==> config.mk <==
export PLATFORM = sky130hd
export DESIGN_NAME = stereo_mix_linear_resampler
export DESIGN_NICKNAME = d
export VERILOG_FILES = /design/src/rtl/core/smlr_pkg.sv /design/src/rtl/core/smlr_cfg.sv /design/src/rtl/core/smlr_phase.sv /design/src/rtl/core/smlr_interp.sv /design/src/rtl/core/stereo_mix_linear_resampler.sv
export SDC_FILE = /design/constraint.sdc
export NUM_CORES = 2
export LEC_CHECK = 0
export BUFFER_PORTS_ARGS = -buffer_cell sky130_fd_sc_hd__buf_2
export CORE_MARGIN = 2
export CORE_UTILIZATION = 35
export DETAILED_ROUTE_END_ITERATION = 7
export GPL_ROUTABILITY_DRIVEN = 0
export PLACE_DENSITY = 0.55
export REMOVE_ABC_BUFFERS = 1
export SETUP_SLACK_MARGIN = 0.05
export SLEW_MARGIN = 30
export SYNTH_ARGS = -nofsm -noshare
export SYNTH_HDL_FRONTEND = slang
export SYNTH_SLANG_ARGS = --single-unit
==> constraint.sdc <==
create_clock -name clk_i -period 35.6 [get_ports clk_i]
set_clock_uncertainty 0.1 [all_clocks]
set_input_delay 3.56 -clock clk_i [delete_from_list [all_inputs] [get_ports clk_i]]
set_output_delay 3.56 -clock clk_i [all_outputs]
set_load 0.005 [all_outputs]
==> src/rtl/core/smlr_pkg.sv <==
// Shared widths, constants and register codes for the stereo mix resampler.
package smlr_pkg;

  // Field widths
  localparam int IN_W   = 18;
  localparam int MIX_W  = 19;
  localparam int OUT_W  = 16;
  localparam int CNT_W  = 32;
  localparam int STEP_W = 18;

  // Stream payload widths (packed fields padded to whole bytes)
  localparam int IN_TDATA_W  = 56;
  localparam int OUT_TDATA_W = 72;

  // APB port
  localparam int APB_ADDR_W = 3;
  localparam int APB_DATA_W = 32;

  // Register word index taken from paddr[2]
  typedef enum logic {
    REG_STEP_RATIO = 1'b0,
    REG_UNUSED     = 1'b1
  } reg_idx_e;

  // Reset value of step_ratio
  localparam logic [STEP_W-1:0] STEP_RESET = 18'd82560;

  // Output saturation limits
  localparam int OUT_MAX = 32767;
  localparam int OUT_MIN = -32768;

endpackage

==> src/rtl/core/smlr_cfg.sv <==
// APB register block holding the step_ratio register.
module smlr_cfg (
  input  logic                                 clk_i,
  input  logic                                 rst_ni,
  input  logic                                 psel,
  input  logic                                 penable,
  input  logic                                 pwrite,
  input  logic [smlr_pkg::APB_ADDR_W-1:0]      paddr,
  input  logic [smlr_pkg::APB_DATA_W-1:0]      pwdata,
  output logic [smlr_pkg::APB_DATA_W-1:0]      prdata,
  output logic                                 pready,
  output logic [smlr_pkg::STEP_W-1:0]          step_o
);

  logic [smlr_pkg::STEP_W-1:0] step_q;
  logic                        step_sel;
  logic                        wr_en;

  assign pready   = 1'b1;
  assign step_sel = (smlr_pkg::reg_idx_e'(paddr[2]) == smlr_pkg::REG_STEP_RATIO);
  assign wr_en    = psel && penable && pwrite && pready && step_sel;

  // Register write
  always_ff @(posedge clk_i or negedge rst_ni) begin
    if (!rst_ni) begin
      step_q <= smlr_pkg::STEP_RESET;
    end else if (wr_en) begin
      step_q <= pwdata[smlr_pkg::STEP_W-1:0];
    end
  end

  // Read back
  always_comb begin
    prdata = '0;
    if (step_sel) begin
      prdata = smlr_pkg::APB_DATA_W'(step_q);
    end
  end

  assign step_o = step_q;

endmodule

==> src/rtl/core/smlr_phase.sv <==
// Output phase accumulator: emit decision and interpolation fraction.
module smlr_phase #(
  parameter int FRAC_W = 16
) (
  input  logic                         clk_i,
  input  logic                         rst_ni,
  input  logic                         advance_i,
  input  logic [smlr_pkg::STEP_W-1:0]  step_i,
  output logic                         emit_o,
  output logic [FRAC_W:0]              frac_o
);

  localparam int OW = FRAC_W + 4;
  localparam int WW = ((OW > smlr_pkg::STEP_W) ? OW : smlr_pkg::STEP_W) + 2;

  localparam logic signed [WW-1:0] ONE_W  = WW'(1) <<< FRAC_W;
  localparam logic signed [WW-1:0] MAX_W  = (WW'(1) <<< (OW - 1)) - WW'(1);
  localparam logic signed [WW-1:0] MIN_W  = -(WW'(1) <<< (OW - 1));
  localparam logic signed [OW-1:0] OFS_RST = OW'(-ONE_W);

  // Clamp a wide value into the offset range
  function automatic logic signed [OW-1:0] sat_ofs(input logic signed [WW-1:0] v);
    logic signed [OW-1:0] r;
    if (v > MAX_W) begin
      r = OW'(MAX_W);
    end else if (v < MIN_W) begin
      r = OW'(MIN_W);
    end else begin
      r = OW'(v);
    end
    return r;
  endfunction

  // Offset already lowered by one input sample, ready for the next item
  logic signed [OW-1:0] ofs_q, ofs_d;
  logic signed [WW-1:0] ofs_w;
  logic signed [WW-1:0] step_w;
  logic signed [WW-1:0] frac_w;
  logic signed [OW-1:0] base;

  assign ofs_w  = WW'(ofs_q);
  assign step_w = signed'(WW'(step_i));
  assign emit_o = ofs_q[OW-1] || (ofs_q == '0);

  // Fraction = offset + 1.0, clamped at zero
  assign frac_w = ofs_w + ONE_W;
  assign frac_o = frac_w[WW-1] ? '0 : frac_w[FRAC_W:0];

  // Next offset: advance by the step on emit, then lower by one
  always_comb begin
    base  = emit_o ? sat_ofs(ofs_w + step_w) : ofs_q;
    ofs_d = sat_ofs(WW'(base) - ONE_W);
  end

  always_ff @(posedge clk_i or negedge rst_ni) begin
    if (!rst_ni) begin
      ofs_q <= OFS_RST;
    end else if (advance_i) begin
      ofs_q <= ofs_d;
    end
  end

endmodule

==> src/rtl/core/smlr_interp.sv <==
// One channel of linear interpolation with 16-bit saturation.
module smlr_interp #(
  parameter int FRAC_W = 16
) (
  input  logic signed [smlr_pkg::MIX_W-1:0] prev_i,
  input  logic signed [smlr_pkg::MIX_W-1:0] cur_i,
  input  logic        [FRAC_W:0]            frac_i,
  output logic        [smlr_pkg::OUT_W-1:0] out_o,
  output logic                              clip_o
);

  localparam int DW = smlr_pkg::MIX_W + 1;
  localparam int PW = DW + FRAC_W + 2;
  localparam int SW = smlr_pkg::MIX_W + 4;

  localparam logic signed [SW-1:0] SAT_HI = SW'(smlr_pkg::OUT_MAX);
  localparam logic signed [SW-1:0] SAT_LO = SW'(smlr_pkg::OUT_MIN);

  logic signed [DW-1:0]        diff;
  logic signed [FRAC_W+1:0]    frac_s;
  logic signed [PW-1:0]        prod;
  logic        [PW-1:0]        bias;
  logic        [PW-1:0]        biased;
  logic signed [PW-FRAC_W-1:0] quot;
  logic signed [SW-1:0]        sum;

  // Delta times fraction
  assign diff   = DW'(cur_i) - DW'(prev_i);
  assign frac_s = {1'b0, frac_i};
  assign prod   = diff * frac_s;

  // Divide by 2^FRAC_W, truncating toward zero
  assign bias   = prod[PW-1] ? PW'({FRAC_W{1'b1}}) : '0;
  assign biased = prod + bias;
  assign quot   = biased[PW-1:FRAC_W];

  assign sum = SW'(prev_i) + SW'(quot);

  // Saturate to 16 bits
  always_comb begin
    clip_o = 1'b0;
    out_o  = sum[smlr_pkg::OUT_W-1:0];
    if (sum > SAT_HI) begin
      clip_o = 1'b1;
      out_o  = SAT_HI[smlr_pkg::OUT_W-1:0];
    end else if (sum < SAT_LO) begin
      clip_o = 1'b1;
      out_o  = SAT_LO[smlr_pkg::OUT_W-1:0];
    end
  end

endmodule

==> src/rtl/core/stereo_mix_linear_resampler.sv <==
// Top level: stereo mix, linear-interpolating resampler and clip counter.
//
//  Port group   Dir  Payload
//  s_axis_*     in   tdata: left_in[17:0], right_in[35:18], mono_in[53:36]
//  m_axis_*     out  tdata: left_out[15:0], right_out[31:16], left_clipped[32],
//                          right_clipped[33], clip_total[65:34]
//  APB          in   step_ratio at byte address 0
//
//  One item per cycle sustained while the output is not stalled; an input
//  transaction is registered in the input register, then its result is loaded
//  into the result register, from which it can be taken.
//  Items that produce no sample only update the previous mix and the phase.
//  A stalled result register holds the input stage; the input register
//  still takes a new item in the cycle the result is taken.
//  Reset clears the phase, previous mixes and clip counter, and loads the
//  default step_ratio.
module stereo_mix_linear_resampler #(
  parameter int PHASE_FRAC_BITS = 16
) (
  input  logic                                clk_i,
  input  logic                                rst_ni,
  // Input stream
  input  logic                                s_axis_tvalid,
  output logic                                s_axis_tready,
  input  logic [smlr_pkg::IN_TDATA_W-1:0]     s_axis_tdata,  // left_in, right_in, mono_in
  // Output stream
  output logic                                m_axis_tvalid,
  input  logic                                m_axis_tready,
  output logic [smlr_pkg::OUT_TDATA_W-1:0]    m_axis_tdata,  // left_out, right_out,
                                                             // left_clipped, right_clipped,
                                                             // clip_total
  // Configuration
  input  logic                                psel,
  input  logic                                penable,
  input  logic                                pwrite,
  input  logic [smlr_pkg::APB_ADDR_W-1:0]     paddr,
  input  logic [smlr_pkg::APB_DATA_W-1:0]     pwdata,
  output logic [smlr_pkg::APB_DATA_W-1:0]     prdata,
  output logic                                pready
);

  localparam int IN_W  = smlr_pkg::IN_W;
  localparam int MIX_W = smlr_pkg::MIX_W;
  localparam int OUT_W = smlr_pkg::OUT_W;
  localparam int CNT_W = smlr_pkg::CNT_W;

  logic [smlr_pkg::STEP_W-1:0] step;

  smlr_cfg u_cfg (
    .clk_i   (clk_i),
    .rst_ni  (rst_ni),
    .psel    (psel),
    .penable (penable),
    .pwrite  (pwrite),
    .paddr   (paddr),
    .pwdata  (pwdata),
    .prdata  (prdata),
    .pready  (pready),
    .step_o  (step)
  );

  // Input decode and mix: in + mono/2 (toward zero)
  logic [IN_W-1:0]         l_in, r_in, m_in;
  logic [IN_W:0]           mono_e;
  logic [IN_W-1:0]         half;
  logic signed [MIX_W-1:0] lmix_d, rmix_d;

  assign l_in   = s_axis_tdata[IN_W-1:0];
  assign r_in   = s_axis_tdata[2*IN_W-1:IN_W];
  assign m_in   = s_axis_tdata[3*IN_W-1:2*IN_W];
  assign mono_e = {m_in[IN_W-1], m_in} + {{IN_W{1'b0}}, m_in[IN_W-1]};
  assign half   = mono_e[IN_W:1];
  assign lmix_d = {l_in[IN_W-1], l_in} + {half[IN_W-1], half};
  assign rmix_d = {r_in[IN_W-1], r_in} + {half[IN_W-1], half};

  // Input register
  logic                    in_vld_q;
  logic signed [MIX_W-1:0] lmix_q, rmix_q;
  logic                    in_take;
  logic                    adv;
  logic                    out_vld_q;

  assign adv           = in_vld_q && (!out_vld_q || m_axis_tready);
  assign s_axis_tready = !in_vld_q || adv;
  assign in_take       = s_axis_tvalid && s_axis_tready;

  always_ff @(posedge clk_i or negedge rst_ni) begin
    if (!rst_ni) begin
      in_vld_q <= 1'b0;
    end else if (in_take) begin
      in_vld_q <= 1'b1;
    end else if (adv) begin
      in_vld_q <= 1'b0;
    end
  end

  always_ff @(posedge clk_i) begin
    if (in_take) begin
      lmix_q <= lmix_d;
      rmix_q <= rmix_d;
    end
  end

  // Phase accumulator
  logic                     emit;
  logic [PHASE_FRAC_BITS:0] frac;

  smlr_phase #(
    .FRAC_W (PHASE_FRAC_BITS)
  ) u_phase (
    .clk_i     (clk_i),
    .rst_ni    (rst_ni),
    .advance_i (adv),
    .step_i    (step),
    .emit_o    (emit),
    .frac_o    (frac)
  );

  // Previous mix
  logic signed [MIX_W-1:0] prev_l_q, prev_r_q;

  always_ff @(posedge clk_i or negedge rst_ni) begin
    if (!rst_ni) begin
      prev_l_q <= '0;
      prev_r_q <= '0;
    end else if (adv) begin
      prev_l_q <= lmix_q;
      prev_r_q <= rmix_q;
    end
  end

  // Interpolation, one unit per channel
  logic [OUT_W-1:0] l_out, r_out;
  logic             l_clip, r_clip;

  smlr_interp #(
    .FRAC_W (PHASE_FRAC_BITS)
  ) u_interp_l (
    .prev_i (prev_l_q),
    .cur_i  (lmix_q),
    .frac_i (frac),
    .out_o  (l_out),
    .clip_o (l_clip)
  );

  smlr_interp #(
    .FRAC_W (PHASE_FRAC_BITS)
  ) u_interp_r (
    .prev_i (prev_r_q),
    .cur_i  (rmix_q),
    .frac_i (frac),
    .out_o  (r_out),
    .clip_o (r_clip)
  );

  // Clip counter
  logic             out_load;
  logic [CNT_W-1:0] clip_q, clip_d;

  assign out_load = adv && emit;
  assign clip_d   = clip_q + CNT_W'(l_clip) + CNT_W'(r_clip);

  always_ff @(posedge clk_i or negedge rst_ni) begin
    if (!rst_ni) begin
      clip_q <= '0;
    end else if (out_load) begin
      clip_q <= clip_d;
    end
  end

  // Result register
  logic [OUT_W-1:0] l_out_q, r_out_q;
  logic             l_clip_q, r_clip_q;
  logic [CNT_W-1:0] total_q;

  always_ff @(posedge clk_i or negedge rst_ni) begin
    if (!rst_ni) begin
      out_vld_q <= 1'b0;
    end else if (out_load) begin
      out_vld_q <= 1'b1;
    end else if (m_axis_tready) begin
      out_vld_q <= 1'b0;
    end
  end

  always_ff @(posedge clk_i) begin
    if (out_load) begin
      l_out_q  <= l_out;
      r_out_q  <= r_out;
      l_clip_q <= l_clip;
      r_clip_q <= r_clip;
      total_q  <= clip_d;
    end
  end

  assign m_axis_tvalid = out_vld_q;
  assign m_axis_tdata  = {6'b0, total_q, r_clip_q, l_clip_q, r_out_q, l_out_q};

endmodule

== After elaboration in Yosys (flattened, before gate mapping) ==
Cells that the tools add are included.

* Add/sub/neg operators: 14
* Multiply operators: 2
* Order comparisons: 8
* Mux-type cells: 19
* Bitwise operators: 1
* Reduce and logical (&&, ||, !) cells: 14

{| class="wikitable"
|+ Operators by type and width
! cell !! number
|-
| $mux 20 || 5
|-
| $add 38x16->38 || 2
|-
| $mul 20x18->38 || 2
|-
| $add 32x1->32 || 2
|-
| $mux 16 || 4
|-
| $add 19x22->23 || 2
|-
| $gt 23x16->1 const B || 2
|-
| $lt 23x16->1 const B || 2
|-
| $gt 22x20->1 const B || 2
|-
| $lt 22x20->1 const B || 2
|-
| $sub 19x19->20 || 2
|-
| $add 18x18->19 || 2
|-
| $add 20x18->21 const B || 1
|-
| $add 20x19->21 || 1
|-
| $sub 20x18->21 const B || 1
|-
| $logic_not 20->1 || 1
|-
| $add 18x2->19 || 1
|-
| $mux 18 || 1
|-
| $mux 17 || 1
|-
| $mux 1 || 8
|-
| $logic_and 1x1->1 || 6
|-
| $reduce_bool 2->1 || 2
|-
| $logic_or 1x1->1 || 3
|-
| $logic_not 1->1 || 2
|-
| $not 1->1 || 1
|}

* Bits in registers: 214
* Input bits: 98
* Output and inout bits: 107
* Word-level logic and storage cells: 72

== Logic depth before layout (Yosys ltp) ==
* Depth in word-level cells: 11
* Mapped depth: 77
* Depth with buffers taken out: 76

== Modules after synthesis ==
From an unflattened synthesis, not the netlist that was laid out.

* Cell total of the unflattened synthesis: 4916
* Area total of the unflattened synthesis: 44296.2 µm²

{| class="wikitable"
|+ Modules (own cells, without submodules)
! module !! times used !! cells an instance !! area each (µm²) !! sequential area each (µm²)
|-
| smlr_interp at u_interp_r || 1 || 1894 || 16006.6 || 0.0
|-
| smlr_interp at u_interp_l || 1 || 1861 || 15655.0 || 0.0
|-
| stereo_mix_linear_resampler || 1 || 726 || 8861.0 || 4924.7
|-
| smlr_phase || 1 || 361 || 2796.4 || 505.5
|-
| smlr_cfg || 1 || 74 || 977.2 || 455.4
|}

== Least setup slack after synthesis ==
OpenSTA, ideal clock, no wires.

* Path kind: register to register
* From: register rmix_q[0]
* To: register total_q[30], data pin
* Library setup time: 260 ps
* Data arrival time: 16660 ps
* Required time: 35240 ps
* Setup slack: 18580 ps
* Cell stages (with the launch flop): 74
* Period minus slack after synthesis: 17020 ps
* Cells stage by stage: edfxtp_1 inv_1 ha_1 inv_1 fa_1 a21o_1 a21oi_1 o21ai_0 a21oi_1 o21bai_1 a21oi_1 o21ai_0 o211a_1 nor3_1 xor2_1 nor2_1 fa_1 inv_1 [... 38 more ...] a41oi_2 buf_2 nor2_1 fa_1 inv_1 ha_1 nand3_1 nor2_1 and3_1 and3_1 and3_1 and3_1 and3_1 and3_1 and3_1 nand3_1 nor2_1 xor2_1

* Word-level cells in the longest chain between the ends: 9
* Elaborated cells on any way between the ends: 10
* Classes of those cells: 4 x add/sub; 1 x mul; 2 x order compare; 3 x mux

{| class="wikitable"
|+ RTL lines
! what !! RTL line !! RTL
|-
| start, declared || stereo_mix_linear_resampler.sv:78 || <nowiki>logic signed [MIX_W-1:0] lmix_q, rmix_q;</nowiki>
|-
| start signal, assigned || stereo_mix_linear_resampler.sv:100 || <nowiki>rmix_q <= rmix_d;</nowiki>
|-
| $sub 19x19->20 (*) || smlr_interp.sv:28 || <nowiki>assign diff = DW'(cur_i) - DW'(prev_i);</nowiki>
|-
| $mul 20x18->38 (*) || smlr_interp.sv:30 || <nowiki>assign prod = diff * frac_s;</nowiki>
|-
| $mux 16 || smlr_interp.sv:33 || <nowiki>assign bias = prod[PW-1] ? PW'({FRAC_W{1'b1}}) : '0;</nowiki>
|-
| $add 38x16->38 (*) || smlr_interp.sv:34 || <nowiki>assign biased = prod + bias;</nowiki>
|-
| $add 19x22->23 (*) || smlr_interp.sv:37 || <nowiki>assign sum = SW'(prev_i) + SW'(quot);</nowiki>
|-
| $lt 23x16->1 || smlr_interp.sv:46 || <nowiki>end else if (sum < SAT_LO) begin</nowiki>
|-
| $mux 1 || smlr_interp.sv:46 ||
|-
| $mux 1 (*) || smlr_interp.sv:43 || <nowiki>if (sum > SAT_HI) begin</nowiki>
|-
| $add 32x1->32 (*) || stereo_mix_linear_resampler.sv:161 || <nowiki>assign clip_d = clip_q + CNT_W'(l_clip) + CNT_W'(r_clip);</nowiki>
|-
| named net clip_d[30] || stereo_mix_linear_resampler.sv:158 || <nowiki>logic [CNT_W-1:0] clip_q, clip_d;</nowiki>
|-
| end signal, assigned || stereo_mix_linear_resampler.sv:192 || <nowiki>total_q <= clip_d;</nowiki>
|-
| end, declared || stereo_mix_linear_resampler.sv:174 || <nowiki>logic [CNT_W-1:0] total_q;</nowiki>
|}

Mark *: on every way through the listed nets, which the timed path passes. The rest lies on a longest branch.
A chain may end at the register's enable or synchronous reset.

== Final worst setup path ==
Same ends and word-level chain as after synthesis.

==> results.yml <==
run_status:
  status: "finished, final reports clean"
sta:
  maxSlewViolCount: 0
  setup_tns_ns: 0
  period_minus_slack_ns: 21.23
  rsz0062_at_grt: "false"
  worst_pin_slew_ns: 1.020
  setup_viol_count_final: 0
  hold_viol_final: 0
  final.period_utilization_pct: 59.63
  max_freq_mhz: 47.11
  relSlewSlack_pct: 31.63
placed_design:
  dp_hpwl_mm: 95.90
  placed_area_mm2: 0.04411
  portBuffers: 165
route:
  wl_mm: 118.4
  detail-route-antenna-nets: 0
  drc: 0
  routedWlPerCell_um: 18.67
  viasPerCell: 5.031
  first_iter_violations: 1914
  vias: 31890
  dr.pass1.iters: 5
cells_and_area:
  final_cell_mix: "inv_1, fa_1, nand2_1, nor2_1, ha_1"
  fin_util_pct: 38.30
  area_growth_pct: 8.886
  stdcell_area_mm2: 0.04511
  fillers: 12040
  layout_commonest_cell: "inv_1"
  n_antenna_cell: 0
  drive_gt1_share_pct: 8.016
  fin_nets: 5905
cts:
  clock_latency_ns: 0.66
  cts_resized: 0
  clk_pin_slew_ns: 0.06
  cts_hold_buf: 0
  post-cts-setup-buffer-count: 0
  clock-sinks: 214
  htree_levels: 1
  cts_tree: "yes"
  numCtsBuffers: 28
  root_buffer: "clkbuf_16"
  cts_buffer_depth: 3
setup_path:
  critPathMaxStageDelay_ns: 0.80
  r2r-end: "total_q[30]"
  r2r-start: "rmix_q[0]"
  cp.required_ns: 35.89
  cp-end-kind: "flop"
  path_max_fanout: 16
  cp-start-kind: "flop"
  cp.arrival_ns: 21.52
  slowest_stage: "xor2_1"
  rrSetupSlack_ns: 14.37
  crit_type: "flop to flop"
  reg2regPathDepth: 76
worst_hold_path:
  holdPathStages: 2
  hold_start: "clip_q[0]"
  min_path_type: "flop to flop"
  whs_endpoint: "clip_q[0]"
die:
  core.rowCount: 126
  ios: 205
  die_y_um: 348.0
  dieArea_mm2: 0.1211
  die_x_um: 348.0
  start_util_pct: 35.18
  fp.coreArea_mm2: 0.1178
global_route:
  antenna_found_initial: 1
  grt_pass1_wl_mm: 188.3
  grt_usage_pct: 19.96
  grt_overflow_total: 0
  grt_pass1_vias: 32820
  grt_max_degree: 75
run:
  maxCapViolCount: 0
synth:
  syn_avg_cell_area_um2: 8.870
  ys_types: 95
  ys.flop_type: "edfxtp_1"
  yosysTopAreaCell: "fa_1"
  syn_inst: 4670
  synth_warnings: 0
  synth_top_area_share_pct: 33.06
  synth_area_mm2: 0.04142
  synth-seq-area-share_pct: 14.21
  ys_seq_elements: 214
  synthTopCellsByArea: "fa_1, ha_1, inv_1"
  async_flop_share_pct: 51.40
  synth_edf_count: 104
## through the flow
step / setup WS, ns / hold WS (ns) / std cells
after floorplan: 18.53 / 0.3498 / 4521
after global placement: 14.55 / 0.3657 / 6285
after detailed placement: 14.36 / 0.3759 / 6286
after CTS: 14.28 / 0.3902 / 6338
after global routing: 12.93 / 0.4098 / 6339
final: 14.37 / 0.3869 / 6339
## cells in the mapped netlist (all sizes together) (65+ instances only)
cell	instances
ha	342
and3	65
nand2	605
a21o	69
clkbuf	129
dfrtp	102
edfxtp	104
inv	913
xor2	112
fa	684
nor2	389
xnor2	210
o21ai	153
a21oi	147
## state kept, by name, summed over array words and instances (netlist names)
signal	cells
clip_q	32
total_q	32
u_phase.ofs_q	20
lmix_q	19
prev_l_q	19
prev_r_q	19
rmix_q	19
u_cfg.step_o	18
l_out_q	16
r_out_q	16
in_vld_q	1
l_clip_q	1
m_axis_tvalid	1
r_clip_q	1
## kinds of logic (layout without fill, tap and decap cells)
group	Yosys count	count (layout)	synth area share [%]
mux	25	25	0.6645
buf+inv	1081	1195	10.04
flops	214	214	14.21
simple gates	1394	1394	15.01
xor+xnor	323	323	6.865
fa+ha+maj	1032	1032	43.53
other cells	2	21	0.01813
compound gates	599	599	9.669
## final cells by class
class / instances / area (um^2) / area share [%]
inverter: 913 / 3430 / 7.603
multi-input combinational: 3394 / 31590 / 70.03
clock buffer: 35 / 787.0 / 1.745
timing repair buffer: 230 / 1336 / 2.963
clock inverter: 17 / 158.9 / 0.3523
tap: 1536 / 1922 / 4.261
sequential: 214 / 5886 / 13.05
## layer usage
metal | share of wire [%] | GRT usage, % | vias to the layer above
met4 | 2.0 | 4.037 | 0
met1 | 46 | 28.24 | 16120
li1 | - | - | 14850
met3 | 5.4 | 2.164 | 140
met5 | 0 | 0 | -
met2 | 46 | 33.06 | 782
## how the worst max path moves through the flow
stage                       end  slack (ns)      start  cells past startpoint
CTS                 total_q[30]       14.28  rmix_q[0]                     76
detailed placement  total_q[30]       14.36  rmix_q[0]                     76
global route        total_q[30]       12.93  rmix_q[0]                     76
floorplan           total_q[30]       18.53  rmix_q[0]                     74
global placement    total_q[30]       14.55  rmix_q[0]                     76
finish              total_q[30]       14.37  rmix_q[0]                     76
## worst max-delay path: cells and delay by family (launching register included)
family | cells | cell delay (ns)
AO/OA/AOI/OAI | 27 | 7.95
adder cells (fa/ha/maj) | 14 | 5.52
AND/OR/NAND/NOR | 18 | 4.01
buffers and inverters | 12 | 1.45
XOR/XNOR | 4 | 1.34
flip-flops | 1 | 0.38
multiplexers | 1 | 0.14
Power is not shown: default switching activity piles up to over one toggle a cycle in this logic, so the estimate is an artifact.
